### src/hw/rtl/fss_pkg.sv
package fss_pkg;

    localparam int unsigned THROTTLE_W = 11;
    localparam int unsigned YAW_W = 12;
    localparam int unsigned SAMPLE_W = 16;
    localparam int unsigned MOTOR_W = 16;
    localparam int unsigned CFG_IDX_W = 3;
    localparam int unsigned CFG_DATA_W = 16;
    localparam int unsigned QUEUE_DEPTH_DEFAULT = 4;

    localparam int unsigned LEVEL_W = 11;
    localparam int unsigned ANGLE_LIMIT_W = 15;
    localparam int unsigned FREEZE_W = 16;

    localparam logic [LEVEL_W-1:0] YAW_ARM_LEVEL_RESET = 11'd450;
    localparam logic [ANGLE_LIMIT_W-1:0] SAFE_ANGLE_RESET = 15'd720;
    localparam logic [THROTTLE_W-1:0] THROTTLE_MINIMUM_RESET = 11'd100;
    localparam logic [FREEZE_W-1:0] FREEZE_LIMIT_RESET = 16'd500;
    localparam logic ANGLE_STOP_ENABLE_RESET = 1'b1;

    typedef enum logic [CFG_IDX_W-1:0] {
        CFG_YAW_ARM_LEVEL = 3'd0,
        CFG_SAFE_ANGLE = 3'd1,
        CFG_THROTTLE_MINIMUM = 3'd2,
        CFG_FREEZE_LIMIT = 3'd3,
        CFG_ANGLE_STOP_ENABLE = 3'd4
    } fss_cfg_idx_t;

    typedef enum logic [1:0] {
        EMERG_NONE = 2'd0,
        EMERG_GYRO_FROZEN = 2'd1,
        EMERG_ANGLE = 2'd2
    } fss_emerg_t;

    typedef struct packed {
        logic [THROTTLE_W-1:0] throttle;
        logic signed [SAMPLE_W-1:0] ctrl_roll;
        logic signed [SAMPLE_W-1:0] ctrl_pitch;
        logic signed [SAMPLE_W-1:0] ctrl_yaw;
        logic motors_on;
        logic armed;
        fss_emerg_t emergency;
        logic hold_integral;
    } fss_cmd_t;

endpackage

### src/hw/rtl/flight_safety_supervisor_mixer.sv
// Flight safety supervisor and X-quad motor mixer. Each push carries one control tick and
// yields exactly one result, in order. The front stage applies stick arming, the gyro freeze
// watchdog and the tilt stop, and updates the latched state in the cycle of the push; the back
// stage mixes, rounds and saturates the four motor commands into an output register. A command
// queue of QUEUE_DEPTH entries sits between them, so a new tick is taken every cycle while
// the queue has room; a result passes through the queue and then into the output register,
// which takes it while it is empty or being popped. An emergency stays latched until reset.
// Configuration registers are written through cfg_write, cfg_index and cfg_data; unused
// indexes are ignored.
module flight_safety_supervisor_mixer #(
    parameter int unsigned QUEUE_DEPTH = fss_pkg::QUEUE_DEPTH_DEFAULT
) (
    input  logic clk,
    input  logic rst_n,
    input  logic push,
    output logic full,
    input  logic [fss_pkg::THROTTLE_W-1:0] throttle,
    input  logic signed [fss_pkg::YAW_W-1:0] yaw_stick,
    input  logic signed [fss_pkg::SAMPLE_W-1:0] gyro_roll_rate,
    input  logic signed [fss_pkg::SAMPLE_W-1:0] roll_angle,
    input  logic signed [fss_pkg::SAMPLE_W-1:0] pitch_angle,
    input  logic signed [fss_pkg::SAMPLE_W-1:0] ctrl_roll,
    input  logic signed [fss_pkg::SAMPLE_W-1:0] ctrl_pitch,
    input  logic signed [fss_pkg::SAMPLE_W-1:0] ctrl_yaw,
    output logic empty,
    input  logic pop,
    output logic signed [fss_pkg::MOTOR_W-1:0] motor_front_right,
    output logic signed [fss_pkg::MOTOR_W-1:0] motor_back_left,
    output logic signed [fss_pkg::MOTOR_W-1:0] motor_front_left,
    output logic signed [fss_pkg::MOTOR_W-1:0] motor_back_right,
    output logic motors_on,
    output logic armed,
    output logic [1:0] emergency,
    output logic hold_integral,
    input  logic cfg_write,
    input  logic [fss_pkg::CFG_IDX_W-1:0] cfg_index,
    input  logic [fss_pkg::CFG_DATA_W-1:0] cfg_data
);
    import fss_pkg::*;

    logic accept;
    fss_cmd_t front_cmd;
    fss_cmd_t queue_cmd;
    logic queue_empty;
    logic queue_take;

    assign accept = push && !full;

    fss_front u_front (
        .clk(clk),
        .rst_n(rst_n),
        .accept(accept),
        .throttle(throttle),
        .yaw_stick(yaw_stick),
        .gyro_roll_rate(gyro_roll_rate),
        .roll_angle(roll_angle),
        .pitch_angle(pitch_angle),
        .ctrl_roll(ctrl_roll),
        .ctrl_pitch(ctrl_pitch),
        .ctrl_yaw(ctrl_yaw),
        .cfg_write(cfg_write),
        .cfg_index(cfg_index),
        .cfg_data(cfg_data),
        .cmd(front_cmd)
    );

    fss_queue #(
        .DEPTH(QUEUE_DEPTH)
    ) u_queue (
        .clk(clk),
        .rst_n(rst_n),
        .wr_en(accept),
        .wr_cmd(front_cmd),
        .full(full),
        .rd_en(queue_take),
        .empty(queue_empty),
        .rd_cmd(queue_cmd)
    );

    fss_back u_back (
        .clk(clk),
        .rst_n(rst_n),
        .cmd_valid(!queue_empty),
        .cmd(queue_cmd),
        .cmd_take(queue_take),
        .empty(empty),
        .pop(pop),
        .motor_front_right(motor_front_right),
        .motor_back_left(motor_back_left),
        .motor_front_left(motor_front_left),
        .motor_back_right(motor_back_right),
        .motors_on(motors_on),
        .armed(armed),
        .emergency(emergency),
        .hold_integral(hold_integral)
    );

endmodule

### src/hw/rtl/fss_front.sv
module fss_front (
    input  logic clk,
    input  logic rst_n,
    input  logic accept,
    input  logic [fss_pkg::THROTTLE_W-1:0] throttle,
    input  logic signed [fss_pkg::YAW_W-1:0] yaw_stick,
    input  logic signed [fss_pkg::SAMPLE_W-1:0] gyro_roll_rate,
    input  logic signed [fss_pkg::SAMPLE_W-1:0] roll_angle,
    input  logic signed [fss_pkg::SAMPLE_W-1:0] pitch_angle,
    input  logic signed [fss_pkg::SAMPLE_W-1:0] ctrl_roll,
    input  logic signed [fss_pkg::SAMPLE_W-1:0] ctrl_pitch,
    input  logic signed [fss_pkg::SAMPLE_W-1:0] ctrl_yaw,
    input  logic cfg_write,
    input  logic [fss_pkg::CFG_IDX_W-1:0] cfg_index,
    input  logic [fss_pkg::CFG_DATA_W-1:0] cfg_data,
    output fss_pkg::fss_cmd_t cmd
);
    import fss_pkg::*;

    logic [LEVEL_W-1:0] yaw_arm_level_reg;
    logic [ANGLE_LIMIT_W-1:0] safe_angle_reg;
    logic [THROTTLE_W-1:0] throttle_minimum_reg;
    logic [FREEZE_W-1:0] freeze_limit_reg;
    logic angle_stop_enable_reg;

    logic armed_reg, armed_next;
    fss_emerg_t emergency_reg, emergency_next;
    logic [FREEZE_W-1:0] freeze_count_reg, freeze_count_next;
    logic [SAMPLE_W-1:0] last_gyro_reg, last_gyro_next;
    logic grounded_reg, grounded_next;

    logic signed [YAW_W:0] yaw_ext;
    logic signed [YAW_W:0] level_ext;
    logic signed [SAMPLE_W:0] limit_ext;
    logic signed [SAMPLE_W:0] roll_ext;
    logic signed [SAMPLE_W:0] pitch_ext;
    logic [FREEZE_W-1:0] count_inc;
    logic gyro_same;
    logic angle_bad;
    logic run_on;

    always_ff @(posedge clk or negedge rst_n)
    begin
        if (!rst_n)
        begin
            yaw_arm_level_reg <= YAW_ARM_LEVEL_RESET;
            safe_angle_reg <= SAFE_ANGLE_RESET;
            throttle_minimum_reg <= THROTTLE_MINIMUM_RESET;
            freeze_limit_reg <= FREEZE_LIMIT_RESET;
            angle_stop_enable_reg <= ANGLE_STOP_ENABLE_RESET;
        end
        else if (cfg_write)
        begin
            case (fss_cfg_idx_t'(cfg_index))
                CFG_YAW_ARM_LEVEL: yaw_arm_level_reg <= cfg_data[LEVEL_W-1:0];
                CFG_SAFE_ANGLE: safe_angle_reg <= cfg_data[ANGLE_LIMIT_W-1:0];
                CFG_THROTTLE_MINIMUM: throttle_minimum_reg <= cfg_data[THROTTLE_W-1:0];
                CFG_FREEZE_LIMIT: freeze_limit_reg <= cfg_data[FREEZE_W-1:0];
                CFG_ANGLE_STOP_ENABLE: angle_stop_enable_reg <= cfg_data[0];
                default:
                begin
                end
            endcase
        end
    end

    assign yaw_ext = {yaw_stick[YAW_W-1], yaw_stick};
    assign level_ext = $signed({2'b00, yaw_arm_level_reg});
    assign limit_ext = $signed({2'b00, safe_angle_reg});
    assign roll_ext = {roll_angle[SAMPLE_W-1], roll_angle};
    assign pitch_ext = {pitch_angle[SAMPLE_W-1], pitch_angle};
    assign count_inc = freeze_count_reg + 1'b1;
    assign gyro_same = (gyro_roll_rate == last_gyro_reg);
    assign angle_bad = (roll_ext > limit_ext) || (roll_ext < -limit_ext)
        || (pitch_ext > limit_ext) || (pitch_ext < -limit_ext);

    always_comb
    begin
        armed_next = armed_reg;
        emergency_next = emergency_reg;
        freeze_count_next = freeze_count_reg;
        last_gyro_next = last_gyro_reg;
        grounded_next = grounded_reg;
        run_on = 1'b0;

        cmd.throttle = throttle;
        cmd.ctrl_roll = ctrl_roll;
        cmd.ctrl_pitch = ctrl_pitch;
        cmd.ctrl_yaw = ctrl_yaw;
        cmd.motors_on = 1'b0;
        cmd.armed = armed_reg;
        cmd.emergency = emergency_reg;
        cmd.hold_integral = 1'b1;

        if (emergency_reg == EMERG_NONE)
        begin
            if (throttle == '0 && yaw_ext < -level_ext)
            begin
                armed_next = 1'b0;
            end
            if (throttle == '0 && yaw_ext > level_ext)
            begin
                armed_next = 1'b1;
            end

            if (gyro_same)
            begin
                freeze_count_next = count_inc;
            end
            else
            begin
                freeze_count_next = '0;
                last_gyro_next = gyro_roll_rate;
            end

            if (gyro_same && count_inc == freeze_limit_reg)
            begin
                emergency_next = EMERG_GYRO_FROZEN;
            end
            else if (angle_stop_enable_reg && angle_bad)
            begin
                emergency_next = EMERG_ANGLE;
            end

            cmd.armed = armed_next;
            cmd.emergency = emergency_next;

            if (emergency_next == EMERG_NONE)
            begin
                run_on = armed_next && (throttle >= throttle_minimum_reg);
                grounded_next = !run_on;
                cmd.motors_on = run_on;
                cmd.hold_integral = grounded_reg;
            end
            else
            begin
                grounded_next = 1'b1;
            end
        end
    end

    always_ff @(posedge clk or negedge rst_n)
    begin
        if (!rst_n)
        begin
            armed_reg <= 1'b0;
            emergency_reg <= EMERG_NONE;
            freeze_count_reg <= '0;
            last_gyro_reg <= '0;
            grounded_reg <= 1'b1;
        end
        else if (accept)
        begin
            armed_reg <= armed_next;
            emergency_reg <= emergency_next;
            freeze_count_reg <= freeze_count_next;
            last_gyro_reg <= last_gyro_next;
            grounded_reg <= grounded_next;
        end
    end

endmodule

### src/hw/rtl/fss_queue.sv
module fss_queue #(
    parameter int unsigned DEPTH = fss_pkg::QUEUE_DEPTH_DEFAULT
) (
    input  logic clk,
    input  logic rst_n,
    input  logic wr_en,
    input  fss_pkg::fss_cmd_t wr_cmd,
    output logic full,
    input  logic rd_en,
    output logic empty,
    output fss_pkg::fss_cmd_t rd_cmd
);
    import fss_pkg::*;

    localparam int unsigned PTR_W = $clog2(DEPTH);
    localparam int unsigned CNT_W = $clog2(DEPTH + 1);
    localparam logic [PTR_W-1:0] LAST_PTR = PTR_W'(DEPTH - 1);
    localparam logic [CNT_W-1:0] FULL_COUNT = CNT_W'(DEPTH);

    fss_cmd_t store_reg [DEPTH];
    logic [PTR_W-1:0] wr_ptr_reg, wr_ptr_next;
    logic [PTR_W-1:0] rd_ptr_reg, rd_ptr_next;
    logic [CNT_W-1:0] count_reg, count_next;

    assign full = (count_reg == FULL_COUNT);
    assign empty = (count_reg == '0);
    assign rd_cmd = store_reg[rd_ptr_reg];

    always_comb
    begin
        wr_ptr_next = wr_ptr_reg;
        rd_ptr_next = rd_ptr_reg;
        count_next = count_reg;
        if (wr_en)
        begin
            wr_ptr_next = (wr_ptr_reg == LAST_PTR) ? '0 : wr_ptr_reg + 1'b1;
        end
        if (rd_en)
        begin
            rd_ptr_next = (rd_ptr_reg == LAST_PTR) ? '0 : rd_ptr_reg + 1'b1;
        end
        if (wr_en && !rd_en)
        begin
            count_next = count_reg + 1'b1;
        end
        else if (rd_en && !wr_en)
        begin
            count_next = count_reg - 1'b1;
        end
    end

    always_ff @(posedge clk)
    begin
        if (wr_en)
        begin
            store_reg[wr_ptr_reg] <= wr_cmd;
        end
    end

    always_ff @(posedge clk or negedge rst_n)
    begin
        if (!rst_n)
        begin
            wr_ptr_reg <= '0;
            rd_ptr_reg <= '0;
            count_reg <= '0;
        end
        else
        begin
            wr_ptr_reg <= wr_ptr_next;
            rd_ptr_reg <= rd_ptr_next;
            count_reg <= count_next;
        end
    end

endmodule

### src/hw/rtl/fss_back.sv
module fss_back (
    input  logic clk,
    input  logic rst_n,
    input  logic cmd_valid,
    input  fss_pkg::fss_cmd_t cmd,
    output logic cmd_take,
    output logic empty,
    input  logic pop,
    output logic signed [fss_pkg::MOTOR_W-1:0] motor_front_right,
    output logic signed [fss_pkg::MOTOR_W-1:0] motor_back_left,
    output logic signed [fss_pkg::MOTOR_W-1:0] motor_front_left,
    output logic signed [fss_pkg::MOTOR_W-1:0] motor_back_right,
    output logic motors_on,
    output logic armed,
    output logic [1:0] emergency,
    output logic hold_integral
);
    import fss_pkg::*;

    localparam int unsigned MIX_W = 20;

    function automatic logic signed [MOTOR_W-1:0] round_sat(
        input logic signed [MIX_W-1:0] q4
    );
        logic signed [MIX_W-1:0] biased;
        logic [MIX_W-1:0] mag;
        logic [MIX_W-1:0] whole;
        logic signed [MIX_W-1:0] q;
        logic signed [MOTOR_W-1:0] res;
        biased = q4 + MIX_W'(8);
        mag = biased[MIX_W-1] ? MIX_W'(-biased) : MIX_W'(biased);
        whole = mag >> 4;
        q = biased[MIX_W-1] ? -$signed(whole) : $signed(whole);
        if (q > $signed(MIX_W'(32767)))
        begin
            res = 16'sh7fff;
        end
        else if (q < -$signed(MIX_W'(32768)))
        begin
            res = 16'sh8000;
        end
        else
        begin
            res = q[MOTOR_W-1:0];
        end
        return res;
    endfunction

    logic signed [MIX_W-1:0] t16;
    logic signed [MIX_W-1:0] cr;
    logic signed [MIX_W-1:0] cp;
    logic signed [MIX_W-1:0] cy;
    logic signed [MOTOR_W-1:0] fr_next, bl_next, fl_next, br_next;

    logic out_valid_reg;
    logic signed [MOTOR_W-1:0] fr_reg, bl_reg, fl_reg, br_reg;
    logic motors_on_reg, armed_reg, hold_reg;
    fss_emerg_t emergency_reg;

    assign t16 = $signed({5'b0, cmd.throttle, 4'b0});
    assign cr = MIX_W'(cmd.ctrl_roll);
    assign cp = MIX_W'(cmd.ctrl_pitch);
    assign cy = MIX_W'(cmd.ctrl_yaw);

    always_comb
    begin
        fr_next = '0;
        bl_next = '0;
        fl_next = '0;
        br_next = '0;
        if (cmd.motors_on)
        begin
            fr_next = round_sat(t16 - cr - cp - cy);
            bl_next = round_sat(t16 + cr + cp - cy);
            fl_next = round_sat(t16 + cr - cp + cy);
            br_next = round_sat(t16 - cr + cp + cy);
        end
    end

    assign cmd_take = cmd_valid && (!out_valid_reg || pop);

    always_ff @(posedge clk or negedge rst_n)
    begin
        if (!rst_n)
        begin
            out_valid_reg <= 1'b0;
        end
        else if (cmd_take)
        begin
            out_valid_reg <= 1'b1;
        end
        else if (pop)
        begin
            out_valid_reg <= 1'b0;
        end
    end

    always_ff @(posedge clk)
    begin
        if (cmd_take)
        begin
            fr_reg <= fr_next;
            bl_reg <= bl_next;
            fl_reg <= fl_next;
            br_reg <= br_next;
            motors_on_reg <= cmd.motors_on;
            armed_reg <= cmd.armed;
            emergency_reg <= cmd.emergency;
            hold_reg <= cmd.hold_integral;
        end
    end

    assign empty = !out_valid_reg;
    assign motor_front_right = fr_reg;
    assign motor_back_left = bl_reg;
    assign motor_front_left = fl_reg;
    assign motor_back_right = br_reg;
    assign motors_on = motors_on_reg;
    assign armed = armed_reg;
    assign emergency = emergency_reg;
    assign hold_integral = hold_reg;

endmodule
### config.mk
export PLATFORM = sky130hd
export DESIGN_NAME = flight_safety_supervisor_mixer
export DESIGN_NICKNAME = d
export VERILOG_FILES = /design/src/hw/rtl/fss_pkg.sv /design/src/hw/rtl/flight_safety_supervisor_mixer.sv /design/src/hw/rtl/fss_front.sv /design/src/hw/rtl/fss_queue.sv /design/src/hw/rtl/fss_back.sv
export SDC_FILE = /design/constraint.sdc
export NUM_CORES = 1
export LEC_CHECK = 0
export BUFFER_PORTS_ARGS = -buffer_cell sky130_fd_sc_hd__buf_2
export CORE_MARGIN = 1.5
export CORE_UTILIZATION = 46
export CTS_CLUSTER_DIAMETER = 100
export CTS_CLUSTER_SIZE = 14
export DETAILED_ROUTE_END_ITERATION = 6
export GPL_ROUTABILITY_DRIVEN = 1
export PLACE_DENSITY = 0.74
export RECOVER_POWER = 25
export SLEW_MARGIN = 20
export SYNTH_ARGS = -nofsm -noshare
export SYNTH_HDL_FRONTEND = slang
export SYNTH_SLANG_ARGS = --single-unit
### constraint.sdc
create_clock -name clk -period 12.2 [get_ports clk]
set_clock_uncertainty 0.05 [all_clocks]
set_input_delay 2.44 -clock clk [delete_from_list [all_inputs] [get_ports clk]]
set_output_delay 2.44 -clock clk [all_outputs]
set_load 0.005 [all_outputs]
==> results of run 1 <==
[metal layers]
metal	vias up	global-route usage (%)	share of wire [%]
li1	11320	-	-
met4	20	7.46	3.2
met2	574	38.2	49
met1	10945	27.7	43
met3	139	3.24	4.7
met5	-	0	0.17
[stage by stage]
| step | cell area (um^2) | util [%] | setup WS (ps) | hold WS, ps |
|---|---|---|---|---|
| after floorplan | 30900 | - | 3310 | 406 |
| after global placement | 32900 | 49.8 | 2430 | 421 |
| after detailed placement | 32900 | 49.8 | 2110 | 432 |
| after CTS | 34000 | 51.5 | 2090 | 444 |
| after global routing | 34000 | 51.4 | 535 | 449 |
| final | 34000 | 51.4 | 1470 | 443 |
[kinds of logic (layout without fill, tap and decap cells)]
kind of cell | after synthesis | in the layout | synth area share, %
other | 0 | 1 | 0
AO/OA/AOI/OAI | 719 | 719 | 15.4
XOR/XNOR | 254 | 254 | 7.29
adder cells (fa/ha/maj) | 337 | 337 | 14.2
AND/OR/NAND/NOR | 796 | 796 | 13.2
multiplexers | 119 | 119 | 6.57
flip-flops | 423 | 423 | 39.6
buffers and inverters | 297 | 506 | 3.71
[cell type report]
type / instances / share of cell area [%]
diodes: 1 / 0.00737
clock buffers: 53 / 2.97
clock inverters: 6 / 0.269
inverters: 218 / 2.41
multi-input cells: 2225 / 51.8
flip-flops and latches: 423 / 36.0
well taps: 864 / 3.18
repair buffers: 229 / 3.29
[cells in the mapped netlist, types with 24 or more instances]
master / n
xor2_1: 83
o21bai_1: 29
inv_1: 218
mux4_2: 63
ha_1: 311
nor2_1: 188
a31oi_1: 27
o21a_1: 65
nand4_1: 43
nor2b_1: 24
and2_1: 27
nor4_1: 27
or3_1: 29
clkbuf_1: 55
o21ai_0: 177
a21o_1: 44
nand3_1: 63
xnor2_1: 168
nor3_1: 71
mux2_2: 41
edfxtp_1: 325
nand2b_1: 30
fa_1: 25
a21oi_1: 174
nand2_1: 178
dfrtp_1: 79
and3_1: 25
[worst paths after layout]
check	start	endpoint	slack [ps]	cells past startpoint
setup / recovery	u_queue.rd_ptr_reg[1]$_DFFE_PN0P_	u_back.motor_back_right[3]$_SDFFCE_PN0P_	1470	33
hold / removal	u_queue.count_reg[2]$_DFFE_PN0P_	u_queue.count_reg[2]$_DFFE_PN0P_	440	1
setup reg to reg	u_queue.rd_ptr_reg[1]$_DFFE_PN0P_	u_back.motor_back_right[3]$_SDFFCE_PN0P_	1470	33
hold reg to reg	u_queue.count_reg[2]$_DFFE_PN0P_	u_queue.count_reg[2]$_DFFE_PN0P_	440	1
max in group asynchronous	rst_n	u_queue.rd_ptr_reg[0]$_DFFE_PN0P_	7900	2
min in group asynchronous	rst_n	u_front.last_gyro_reg[10]$_DFFE_PN0P_	2390	1
[worst max-delay path: cells and delay by family, from the launching register on]
family,cells,cell delay [ps]
flip-flops,1,1290
AO/OA/AOI/OAI,16,4400
XOR/XNOR,1,230
AND/OR/NAND/NOR,9,1580
adder cells (fa/ha/maj),5,1740
multiplexers,1,480
buffers and inverters,1,720
==> impl_results.md, run 1 <==
- Cell count after synthesis: 2945
- Post-synth top flop: edfxtp_1
- Placed instance count: 3959
- CP peak stage delay: 1290 ps
- Largest net degree at the start of global routing: 65
- Hold Buf Count CTS: 0
- Synthesized area per cell: 10.5 um^2
- Setup bufs post-CTS: 0
- Final #Nets: 3613
- Number of remaining DRC errors: 0
- Ports: 214
- CP Data Arrival Time: 11000 ps
- Clk Latency, worst-skew pair: 580 ps
- GPL Wtd Cong: 0.954
- Grt total ovfl: 0
- Die area: 0.0688 mm^2
- Final hold violation count: 0
- Synth area leader: edfxtp_1
- Startpoint types: register
- Final wirelength: 76400 um
- Library cells used by synthesis: 101
- Post-route insts no fill: 4019
- F_max: 93.2 MHz
- Req. time, crit path: 12470 ps
- Post-synth EDFFs: 325
- Proportion of layout cells with a drive suffix above 1: 13.1%
- Area of the multi-input gates: 0.0176 mm^2
- Synth top area share: 31.6%
- Max reg flops: 256
- Worst slew margin: -35.2%
- Status: complete, but fails checks
- Seq/Total Area, Yosys: 39.6%
- Most frequent cells in the layout: edfxtp_1, ha_1, inv_1, nor2_1, nand2_1
- Die span in y: 262 um
- Vias: 22998
- Max_cap viols: 1
- Synth Register Bits: 423
- Die width: 262 um
- Reg area: 0.0122 mm^2
- Vias per cell: 5.72
- Hold Crit Class: reg2reg
- Crit end category: register
- Initial core utilization: 46.8%
- Initial antenna violation count: 11
- Placement Rows: 94
- DR pass1 iterations: 6
- Vias in the first global route: 22192
- Cts repair resizes: 0
- P&R area growth vs syn: 9.81%
- Total GRT Usage: 21.9%
- Core area: 0.0661 mm^2
- RSZ-0062 raised after global routing: false
- Wirelength per Cell: 19.0 um
- Violations in the final reports: max-capacitance violations, max-slew violations
- Max clock buf depth: 3
- Path type of the worst setup path: reg2reg
- Synthesized area: 0.0309 mm^2
- Max stage delay cell, worst path: dfrtp_1
- Total Neg Setup Slack: 0 ps
- Dominant cells by area after synthesis: edfxtp_1, ha_1, dfrtp_1
- Routed Antenna Nets: 0
- CTS tree: yes
- I/O Buffers: 213
- Syn Nets: 3424
- First-pass GRT wire length: 121000 um
- CTS Buf Count: 37
- Commonest non-fill, non-tap cell in the layout: edfxtp_1
- Final Max Slew Viols: 36
- Detailed placer's ending HPWL: 59500 um
- Top cell by count, worst path: a21oi_1
- Asr flop ratio synth: 23.2%
- H-Tree Depth: 2
- Max FO, Critical Path: 33
- Sink Count: 423
- Synth Warn #: 0
- Actual slew at the worst max-slew pin: 2030 ps
- Tcrit/Tclk final: 88.0%
- Final setup viols: 0
- CTS clock-pin slew for the worst setup and hold paths: 70 ps
- Root buf cell: clkbuf_16
- Minimum clock period: 10730 ps
- Fillers: 5907
- 1st-iter DRT viols: 1647
Power of run 1 is not shown: default switching activity piles up to over one toggle a cycle in this logic, so the estimate is an artifact.
==> inputs of run 2 (changes only) <==
--- a/config.mk
+++ b/config.mk
@@ -5,6 +5,7 @@
 export SDC_FILE = /design/constraint.sdc
 export NUM_CORES = 1
 export LEC_CHECK = 0
+export ABC_AREA = 1
 export BUFFER_PORTS_ARGS = -buffer_cell sky130_fd_sc_hd__buf_2
 export CORE_MARGIN = 1.5
 export CORE_UTILIZATION = 46
==> impl_results.md, run 2 <==
- Status: finished, final reports clean (was complete, but fails checks)
- Synth Register Bits: 423 (unchanged)
- P&R area growth vs syn: 9.63% (was 9.81%)
- CP peak stage delay: 760 ps (was 1290 ps)
- Initial core utilization: 46.8% (about the same)
- Core area: 0.0691 mm^2 (was 0.0661 mm^2)
- Cell count after synthesis: 3955 (was 2945)
- Final #Nets: 4620 (was 3613)
- Post-synth EDFFs: 325 (unchanged)
- Worst setup margin: 2600 ps (was 1470 ps)
- Library cells used by synthesis: 71 (was 101)
- Die area: 0.0718 mm^2 (was 0.0688 mm^2)
- Tcrit/Tclk final: 78.7% (was 88.0%)
- Sink Count: 423 (unchanged)
- Clk Latency, worst-skew pair: 580 ps (about the same)
- RR Startpoint: u_queue.rd_ptr_reg[1]$_DFFE_PN0P_ (unchanged)
- Commonest non-fill, non-tap cell in the layout: nand2_1 (was edfxtp_1)
- Max FO, Critical Path: 50 (was 33)
- RSZ-0062 raised after global routing: false (unchanged)
- DR pass1 iterations: 5 (was 6)
- Startpoint types: register (unchanged)
- 1st-iter DRT viols: 1796 (was 1647)
- Vias: 26685 (was 22998)
- Synth top area share: 30.2% (was 31.6%)
- Max reg flops: 256 (unchanged)
- CTS Buf Count: 37 (unchanged)
- First-pass GRT wire length: 129000 um (was 121000 um)
- Post-synth top flop: edfxtp_1 (unchanged)
- Synthesized area: 0.0323 mm^2 (was 0.0309 mm^2)
- Wirelength per Cell: 15.7 um (was 19.0 um)
- Synth Warn #: 0 (unchanged)
- Die width: 268 um (was 262 um)
- WHS: 421 ps (was 443 ps)
- Placement Rows: 96 (was 94)
- Proportion of layout cells with a drive suffix above 1: 10.2% (was 13.1%)
- Seq/Total Area, Yosys: 37.9% (was 39.6%)
- Max stage delay cell, worst path: dfrtp_1 (unchanged)
- Synthesized area per cell: 8.17 um^2 (was 10.5 um^2)
- Ports: 214 (unchanged)
- Synth area leader: edfxtp_1 (unchanged)
- Detailed placer's ending HPWL: 62900 um (was 59500 um)
- Final Max Slew Viols: 0 (was 36)
- Hold Buf Count CTS: 0 (unchanged)
- Final wirelength: 79900 um (was 76400 um)
- CTS clock-pin slew for the worst setup and hold paths: 60 ps (was 70 ps)
- Asr flop ratio synth: 23.2% (unchanged)
- Grt total ovfl: 0 (unchanged)
- Max clock buf depth: 3 (unchanged)
- Syn Nets: 4434 (was 3424)
- Vias in the first global route: 25205 (was 22192)
- Largest net degree at the start of global routing: 102 (was 65)
- Crit path launch: u_queue.rd_ptr_reg[1]$_DFFE_PN0P_ (unchanged)
- Max_cap viols: 0 (was 1)
- Dominant cells by area after synthesis: edfxtp_1, ha_1, nand2_1 (was edfxtp_1, ha_1, dfrtp_1)
- F_max: 104 MHz (was 93.2 MHz)
- Path type of the worst setup path: reg2reg (unchanged)
- Most frequent cells in the layout: nand2_1, inv_1, edfxtp_1, ha_1, nor2_1 (was edfxtp_1, ha_1, inv_1, nor2_1, nand2_1)
- Initial antenna violation count: 5 (was 11)
- Top cell by count, worst path: inv_1 (was a21oi_1)
- List of most frequent post-synthesis cells: nand2_1, inv_1, edfxtp_1 (was edfxtp_1, ha_1, inv_1)
- Req. time, crit path: 12470 ps (about the same)
- Total GRT Usage: 22.3% (was 21.9%)
- GPL Wtd Cong: 0.983 (was 0.954)
- Final setup viols: 0 (unchanged)
- Setup bufs post-CTS: 0 (unchanged)
- Minimum clock period: 9600 ps (was 10730 ps)
- I/O Buffers: 213 (unchanged)
- Cts repair resizes: 0 (unchanged)
- Crit end category: register (unchanged)
- Actual slew at the worst max-slew pin: 1360 ps (was 2030 ps)
- Final hold violation count: 0 (unchanged)
- Hold_sp: u_front.grounded_reg$_DFFE_PN1P_ (was u_queue.count_reg[2]$_DFFE_PN0P_)
- Number of remaining DRC errors: 0 (unchanged)
- H-Tree Depth: 2 (unchanged)
- Total Neg Setup Slack: 0 ps (unchanged)
- Top-count cell post-synth: nand2_1 (was edfxtp_1)
- Hold Crit Class: reg2reg (unchanged)
- CP Data Arrival Time: 9870 ps (was 11000 ps)
- Root buf cell: clkbuf_16 (unchanged)
- Fillers: 6524 (was 5907)
- Routed Antenna Nets: 0 (unchanged)
- CTS tree: yes (unchanged)
- Pre-CTS setup slack: 2660 ps (was 2110 ps)
- Die span in y: 268 um (was 262 um)
- Worst slew margin: 9.37% (was -35.2%)
- Vias per cell: 5.24 (was 5.72)
run 2: cell count changes after synthesis, moves of 30 or more:
cell      change
a32oi_1      +42
nand2b_1     -30
xnor2_1     -115
nor2_1      +123
nand3_1     +156
inv_1       +280
a21o_1       -38
nand2_2      +43
mux4_2       -63
xor2_1       +71
a21oi_1      +63
nand2_1     +781
o21a_1       -60
run 2: path summary, 6_finish.rpt:
| path | endpoint | slack, ps | depth (start not counted) |
|---|---|---|---|
| min | u_front.grounded_reg$_DFFE_PN1P_ | 420 | 2 |
| min reg2reg | u_front.grounded_reg$_DFFE_PN1P_ | 420 | 2 |
| min in group asynchronous | u_front.last_gyro_reg[11]$_DFFE_PN0P_ | 2100 | 1 |
| max in group asynchronous | u_queue.rd_ptr_reg[0]$_DFFE_PN0P_ | 8250 | 2 |
| max reg2reg | u_back.motor_back_left[11]$_SDFFCE_PN0P_ | 2600 | 45 |
| max | u_back.motor_back_left[11]$_SDFFCE_PN0P_ | 2600 | 45 |
run 2: final cells by class:
type / count / area (um^2) / share of cell area [%]
timing repair buffer: 234 / 1160 / 3.27
antenna: 1 / 2.50 / 0.00707
clock inverter: 5 / 71.3 / 0.201
inverter: 520 / 1960 / 5.53
sequential: 423 / 12200 / 34.6
clock buffer: 54 / 1020 / 2.88
multi-input combinational: 2925 / 17800 / 50.3
tap: 931 / 1160 / 3.29
run 2: logic make-up after synthesis:
logic type	after synthesis	share of synthesized area [%]
mux	12	0.418
flops	423	37.9
buf+inv	607	7.14
simple gates	1762	24.1
fa+ha+maj	336	13.6
compound gates	596	10.6
xor+xnor	219	6.29
run 2: metrics by stage:
step / utilization, % / cell area [um^2] / std cells
after floorplan: - / 32300 / 3955
after global placement: 49.8 / 34400 / 5033
after detailed placement: 49.8 / 34400 / 5033
after CTS: 51.4 / 35500 / 5092
after global routing: 51.3 / 35400 / 5092
final: 51.3 / 35400 / 5093
run 2: layer usage:
layer,GRT usage [%],share of wire (%),vias to the layer above
met2,40.2,50,618
met4,5.89,2.4,8
met3,3.14,4.9,118
li1,-,-,13591
met5,0,0.069,-
met1,27.8,43,12350
run 2: critical path: cells and delay by family (launching register included):
family	cells	cell delay [ps]
and+or+nand+nor	19	2530
xor gates and xnor gates	1	160
adders and majority gates	5	1520
DFF	1	760
AOI/OAI and AO/OA	10	2150
buffers and inverters	10	2130
Power of run 2 is left out for the same reason.
